`src/sv/kls_pkg.sv`:
```
// Shared types and constants for the keyed list store.
`default_nettype none
package kls_pkg;

  localparam int unsigned DEPTH   = 16;
  localparam int unsigned IDX_W   = $clog2(DEPTH);
  localparam int unsigned CNT_W   = $clog2(DEPTH + 1);
  localparam int unsigned KEY_W   = 32;
  localparam int unsigned FUNC_W  = 3;
  localparam int unsigned STAT_W  = 2;
  localparam int unsigned ENTRY_W = 5;

  localparam logic [KEY_W-1:0] INT_MAX = 32'h7FFF_FFFF;

  typedef enum logic [FUNC_W-1:0] {
    FUNC_INSERT    = 3'd0,
    FUNC_REMOVE    = 3'd1,
    FUNC_POP_FRONT = 3'd2,
    FUNC_POP_BACK  = 3'd3,
    FUNC_QUERY     = 3'd4
  } func_e;

  typedef enum logic [STAT_W-1:0] {
    STAT_OK   = 2'd0,
    STAT_NONE = 2'd1,
    STAT_FULL = 2'd2
  } status_e;

  // Broadcast to every cell for the beat being taken
  typedef struct packed {
    logic              en;
    func_e             func;
    logic [KEY_W-1:0]  key;
    logic [CNT_W-1:0]  count;
    logic              ins_ok;
  } cell_ctl_t;

  // Rippled from front to back: first selected entry and its key
  typedef struct packed {
    logic             found;
    logic [KEY_W-1:0] value;
  } cell_chain_t;

endpackage
`default_nettype wire

```
`src/sv/kls_cell.sv`:
```
// One slot of the key chain: holds a key, matches, and shifts with its neighbours.
`default_nettype none
module kls_cell
  import kls_pkg::*;
(
  input  wire logic              clk_i,
  input  wire cell_ctl_t         ctl_i,
  input  wire logic [IDX_W-1:0]  idx_i,
  input  wire logic [KEY_W-1:0]  left_key_i,
  input  wire logic [KEY_W-1:0]  right_key_i,
  input  wire cell_chain_t       chain_i,
  output cell_chain_t            chain_o,
  output logic [KEY_W-1:0]       key_o
);

  logic [KEY_W-1:0] key_q, key_d;
  logic             occ;
  logic             sel;

  assign occ = CNT_W'(idx_i) < ctl_i.count;

  always_comb begin
    case (ctl_i.func) inside
      FUNC_REMOVE, FUNC_QUERY: sel = occ && (key_q == ctl_i.key) && !chain_i.found;
      FUNC_POP_FRONT:          sel = occ && (idx_i == '0);
      FUNC_POP_BACK:           sel = occ && ((CNT_W'(idx_i) + CNT_W'(1)) == ctl_i.count);
      default:                 sel = 1'b0;
    endcase
  end

  assign chain_o.found = chain_i.found | sel;
  assign chain_o.value = sel ? key_q : chain_i.value;

  // insert: everything moves back; remove and pop front: slots from the hit onward close up
  always_comb begin
    key_d = key_q;
    if (ctl_i.en) begin
      case (ctl_i.func) inside
        FUNC_INSERT: begin
          if (ctl_i.ins_ok) key_d = left_key_i;
        end
        FUNC_REMOVE, FUNC_POP_FRONT: begin
          if (chain_o.found) key_d = right_key_i;
        end
        default: key_d = key_q;
      endcase
    end
  end

  always_ff @(posedge clk_i) begin
    key_q <= key_d;
  end

  assign key_o = key_q;

endmodule
`default_nettype wire

```
`src/sv/keyed_list_store.sv`:
```
// Top level of the keyed list store: a chain of key cells plus count and result register.
//
// Ordered store of up to DEPTH 32-bit keys, front at cell 0.
// Input channel (in_valid_i/in_ready_o) carries func_i and key_i: insert at front,
// remove first matching key, pop front, pop back, or membership query.
// Output channel (out_valid_o/out_ready_i) returns one beat per input beat:
// status_o, value_o (removed key or 7FFF_FFFF) and entry_count_o.
// The result is registered and shows in the cycle after the input beat.
// Throughput: one beat per cycle unless back-pressured. Every cell compares
// its key in parallel and a found flag ripples down the chain, so the whole
// operation resolves in a single pass of the cell row and the shift lands at
// the same clock edge. A new input beat is taken while the result register is
// empty or being drained in that cycle; a stalled receiver holds the result
// and back-pressures the input side after one beat.
// Reset empties the store (count to zero) and drops any pending result; key
// cells are not reset since a slot is only read after it has been written.
`default_nettype none
module keyed_list_store
  import kls_pkg::*;
(
  input  wire logic                clk_i,
  input  wire logic                rst_ni,
  input  wire logic                in_valid_i,
  output logic                     in_ready_o,
  input  wire logic [FUNC_W-1:0]   func_i,
  input  wire logic signed [KEY_W-1:0] key_i,
  output logic                     out_valid_o,
  input  wire logic                out_ready_i,
  output logic [STAT_W-1:0]        status_o,
  output logic signed [KEY_W-1:0]  value_o,
  output logic [ENTRY_W-1:0]       entry_count_o
);

  logic               in_fire;
  func_e              func;
  logic [CNT_W-1:0]   count_q, count_d;
  logic               out_valid_q, out_valid_d;
  status_e            status_q, status_d;
  logic [KEY_W-1:0]   value_q, value_d;
  logic [CNT_W-1:0]   res_count_q;
  cell_ctl_t          ctl;
  cell_chain_t        chain [DEPTH+1];
  logic [KEY_W-1:0]   cell_key [DEPTH];
  logic               found;

  assign in_ready_o = !out_valid_q || out_ready_i;
  assign in_fire    = in_valid_i && in_ready_o;
  assign func       = func_e'(func_i);

  assign ctl.en     = in_fire;
  assign ctl.func   = func;
  assign ctl.key    = key_i;
  assign ctl.count  = count_q;
  assign ctl.ins_ok = count_q < CNT_W'(DEPTH);

  assign chain[0].found = 1'b0;
  assign chain[0].value = INT_MAX;

  // Cell row: each cell sees its neighbours' keys; front takes the new key,
  // back refills from itself (that slot falls out of the count anyway)
  for (genvar i = 0; i < DEPTH; i++) begin : g_cell
    logic [KEY_W-1:0] left_key, right_key;
    if (i == 0) begin : g_front
      assign left_key = key_i;
    end else begin : g_mid_l
      assign left_key = cell_key[i-1];
    end
    if (i == DEPTH - 1) begin : g_back
      assign right_key = cell_key[i];
    end else begin : g_mid_r
      assign right_key = cell_key[i+1];
    end

    kls_cell u_cell (
      .clk_i       (clk_i),
      .ctl_i       (ctl),
      .idx_i       (IDX_W'(i)),
      .left_key_i  (left_key),
      .right_key_i (right_key),
      .chain_i     (chain[i]),
      .chain_o     (chain[i+1]),
      .key_o       (cell_key[i])
    );
  end

  assign found = chain[DEPTH].found;

  // Result and count for the beat being taken
  always_comb begin
    count_d  = count_q;
    status_d = STAT_NONE;
    value_d  = INT_MAX;
    unique case (func) inside
      FUNC_INSERT: begin
        if (ctl.ins_ok) begin
          status_d = STAT_OK;
          count_d  = count_q + CNT_W'(1);
        end else begin
          status_d = STAT_FULL;
        end
      end
      FUNC_REMOVE, FUNC_POP_FRONT, FUNC_POP_BACK: begin
        if (found) begin
          status_d = STAT_OK;
          value_d  = chain[DEPTH].value;
          count_d  = count_q - CNT_W'(1);
        end
      end
      FUNC_QUERY: begin
        if (found) status_d = STAT_OK;
      end
      default: status_d = STAT_NONE;
    endcase
  end

  always_comb begin
    out_valid_d = out_valid_q;
    if (in_fire)          out_valid_d = 1'b1;
    else if (out_ready_i) out_valid_d = 1'b0;
  end

  always_ff @(posedge clk_i or negedge rst_ni) begin
    if (!rst_ni) begin
      count_q     <= '0;
      out_valid_q <= 1'b0;
    end else begin
      out_valid_q <= out_valid_d;
      if (in_fire) count_q <= count_d;
    end
  end

  // Result payload, loaded with each taken beat
  always_ff @(posedge clk_i) begin
    if (in_fire) begin
      status_q    <= status_d;
      value_q     <= value_d;
      res_count_q <= count_d;
    end
  end

  assign out_valid_o   = out_valid_q;
  assign status_o      = status_q;
  assign value_o       = value_q;
  assign entry_count_o = ENTRY_W'(res_count_q);

`ifndef SYNTHESIS
  a_count_bound: assert property (@(posedge clk_i) disable iff (!rst_ni)
    count_q <= CNT_W'(DEPTH))
    else $error("entry count beyond depth");

  a_full_drop: assert property (@(posedge clk_i) disable iff (!rst_ni)
    (in_fire && func == FUNC_INSERT && count_q == CNT_W'(DEPTH)) |=>
      (status_q == STAT_FULL && $stable(count_q)))
    else $error("insert into full store not dropped");

  a_query_keeps: assert property (@(posedge clk_i) disable iff (!rst_ni)
    (in_fire && func == FUNC_QUERY) |=> ($stable(count_q) && value_q == INT_MAX))
    else $error("membership query altered store");

  a_pop_nonempty: assert property (@(posedge clk_i) disable iff (!rst_ni)
    (in_fire && (func == FUNC_POP_FRONT || func == FUNC_POP_BACK) && count_q != '0)
      |=> (status_q == STAT_OK && count_q == $past(count_q) - CNT_W'(1)))
    else $error("pop on non-empty store failed");
`endif

endmodule
`default_nettype wire
```
`config.mk`:
```
export PLATFORM = sky130hd
export DESIGN_NAME = keyed_list_store
export DESIGN_NICKNAME = d
export VERILOG_FILES = /design/src/sv/kls_pkg.sv /design/src/sv/kls_cell.sv /design/src/sv/keyed_list_store.sv
export SDC_FILE = /design/constraint.sdc
export NUM_CORES = 2
export LEC_CHECK = 0
export ABC_AREA = 1
export BUFFER_PORTS_ARGS = -buffer_cell sky130_fd_sc_hd__buf_2
export CORE_UTILIZATION = 41
export DETAILED_ROUTE_END_ITERATION = 10
export GPL_TIMING_DRIVEN = 0
export HOLD_SLACK_MARGIN = 0.03
export PLACE_DENSITY = 0.55
export SLEW_MARGIN = 0
export SYNTH_ARGS = -nofsm -noshare
export SYNTH_HDL_FRONTEND = slang
export SYNTH_HIERARCHICAL = 1
export SYNTH_SLANG_ARGS = --single-unit
```
`constraint.sdc`:
```
create_clock -name clk_i -period 16.5 [get_ports clk_i]
set_input_delay 1.65 -clock clk_i [delete_from_list [all_inputs] [get_ports clk_i]]
set_output_delay 1.65 -clock clk_i [all_outputs]
set_load 0.02 [all_outputs]
```
==> run metrics <==
status=complete, no violations; post-synthesis sequential area ratio=0.364; drt initial violations=2568; Worst Hold Class=reg2reg; row count=122; Seq cells post-synth=557; Die H=336 um; die area=113000 um2; Routed met1 length=62900 um; Post-route DRC=0; Power Density=90.6 nW/um2; post-route ant nets=0; synth warn=6; dpl hpwl=127000 um; hold_buf cts=0; worst slew pin tran=1.34 ns; Cell Area, Synth=45800 um2; share of layout cells above drive strength 1=0.214; period utilization=0.968; buffers added on ports=79; gr ovfl total=0; I/O pin count=80; kind of end point of the critical path=register; Final Hold Fails=0; clk buf depth=3; CTS root buffer=clkbuf_16; Layout area overhead=15.6%; drt pass-1 iters=6; post-DR wirelength/cell=20.0 um; non-filler instance count after layout=7794; Fmax=0.0626 GHz; WP data required=16.88 ns; Worst setup SP type=primary input; met3 routed WL=5220 um; largest net degree at the start of global routing=39; skew final=0.0291 ns; CTS H-Tree Depth=3; clock-pin slew on the worst setup and hold paths=0.06 ns; crit-path max FO=32; Final min period=15.97 ns; Syn Area/Cell=7.97 um2; critical path type=in2reg; Pins Over Slew Limit=0; most frequent cells in the layout=nand2_1 (1915), inv_1 (896), edfxtp_1 (551), mux2_2 (512), nor2_1 (351); unrepaired setup endpoints after global routing=false; Mapped Cells=5752; core area=111000 um2; commonest non-fill, non-tap cell in the layout=nand2_1; Finish-stage setup viols=0; Starting Density=0.414; CP max stage delay=0.21 ns; Data arrival, critical path=16.35 ns; Leakage=25.2 nW; post-placement cell count=7622; Max Used Layer=met4; GPL Wtd Cong=0.997; vias in the first global route=36000; DR vias/cell=4.87; number of antenna diodes=0; slowest CP cell=or2_1; WL final=156000 um; Final #Nets=6390; fillers=11000; initial antenna violation count=1; post-synth cell types=39; max cap viols=0; global-route wire length before repair=229000 um; DR vias=37900; later-pin clock latency in the skew report=0.66 ns; CTS tree=yes; post-route cell area=53000 um2; clk sinks=557; TritonCTS Buffers=71; post-placement cell area=49300 um2; Total GRT Usage=0.275; slew margin rel.=0.105; Max VDD drop=0.0658 mV; Die W=336 um; setup TNS=0 ns; metal2 WL=75700 um
[report_power, final]
part           leakage (nW)  switching (mW)  internal [mW]  total [mW]
sequential             5.06           0.118           1.64        1.76
clock                  1.08           0.646          0.870        1.52
combinational          19.1           0.967          0.555        1.52
total                  25.2            1.73           3.07        4.80
[area by class of cell]
| type | count | area [um2] | share of cell area |
|---|---|---|---|
| Timing Repair Buffer | 145 | 1650 | 0.0311 |
| Multi-Input combinational cell | 4404 | 25800 | 0.487 |
| Inverter | 919 | 3450 | 0.0652 |
| Clock inverter | 31 | 269 | 0.00508 |
| Sequential cell | 557 | 16700 | 0.315 |
| Timing Repair inverter | 1 | 7.51 | 0.000142 |
| Clock buffer | 95 | 1930 | 0.0364 |
| Tap cell | 1488 | 1860 | 0.0351 |
| Buffer | 154 | 1310 | 0.0248 |
[stage by stage]
stage | utilization | hold WS [ns] | power [mW] | setup slack [ns]
2_1_floorplan | - | 0.552 | 2.76 | 1.31
3_3_place_gp | 0.445 | 0.494 | 3.20 | -9.17
3_5_place_dp | 0.446 | 0.504 | 3.23 | -8.75
4_1_cts | 0.477 | 0.519 | 4.82 | 0.0535
5_1_grt | 0.479 | 0.558 | 5.06 | 0.0177
6_report | 0.479 | 0.517 | 4.80 | 0.534
[path summary, 6_finish.rpt]
check | start | cells after the start | slack, ns | to
setup / recovery | key_i[20] | 152 | 0.53 | value_o[24]$_SDFFCE_PN1P_
max in group asynchronous | rst_ni | 1 | 15.53 | count_q[2]$_DFFE_PN0P_
setup reg to reg | count_q[1]$_DFFE_PN0P_ | 147 | 0.64 | g_cell[15].u_cell/key_o[8]$_DFFE_PP_
hold / removal | out_valid_o$_DFFE_PN0P_ | 2 | 0.52 | out_valid_o$_DFFE_PN0P_
min in group asynchronous | rst_ni | 1 | 0.81 | count_q[1]$_DFFE_PN0P_
hold reg to reg | out_valid_o$_DFFE_PN0P_ | 2 | 0.52 | out_valid_o$_DFFE_PN0P_
[sequential cells by signal, indices dropped and copies added (netlist names)]
name	count
count_q	5
out_valid_o	1
value_o	32
entry_count_o	5
g_cell.u_cell/key_o	512
status_o	2
[routing by layer]
layer | global-route usage | vias to the layer above
li1 | - | 19200
met1 | 0.319 | 17400
met2 | 0.483 | 991
met3 | 0.0250 | 366
met4 | 0.181 | 0
met5 | 0 | -
[synth_stat cells (all sizes together)]
cell,instances,share of area
and2,1,0.00014
o21ai,333,0.060
o22ai,30,0.0041
a21oi,59,0.0064
edfxtp,551,0.36
inv,919,0.075
dfrtp,6,0.0033
mux2,512,0.13
nor4b,5,0.00096
xnor2,176,0.034
o21bai,31,0.0079
nand4,25,0.0034
nor2,362,0.030
o211ai,17,0.0028
conb,2,0.00016
o21a,26,0.0043
ha,98,0.027
nand3,346,0.038
nand2,1980,0.17
or2,51,0.0070
buf,159,0.031
xor2,50,0.0096
nor4,1,0.00014
nor3,2,0.00033
clkbuf,10,0.00082
[cells by family after synthesis]
logic type               share of synthesized area
AND/OR/NAND/NOR                              0.246
buffers and inverters                        0.107
flip-flops                                   0.364
multiplexers                                 0.126
AO/OA/AOI/OAI                               0.0858
XOR/XNOR                                    0.0432
adder cells (fa/ha/maj)                     0.0268
other                                     0.000164
[repair_timing]
action / CTS / global route
endpoints found under the setup margin: 235 / 107
gates cloned: 9 / 0
setup buffers: 44 / 6
gates resized for setup: 188 / 38
pin swaps: 41 / 42
[critical path, delay by kind of cell]
family | cells | cell delay (ns)
AND/OR/NAND/NOR | 131 | 12.47
buffers and inverters | 6 | 0.64
AO/OA/AOI/OAI | 15 | 1.36
Note: power is estimated with default switching activity, not from simulation.
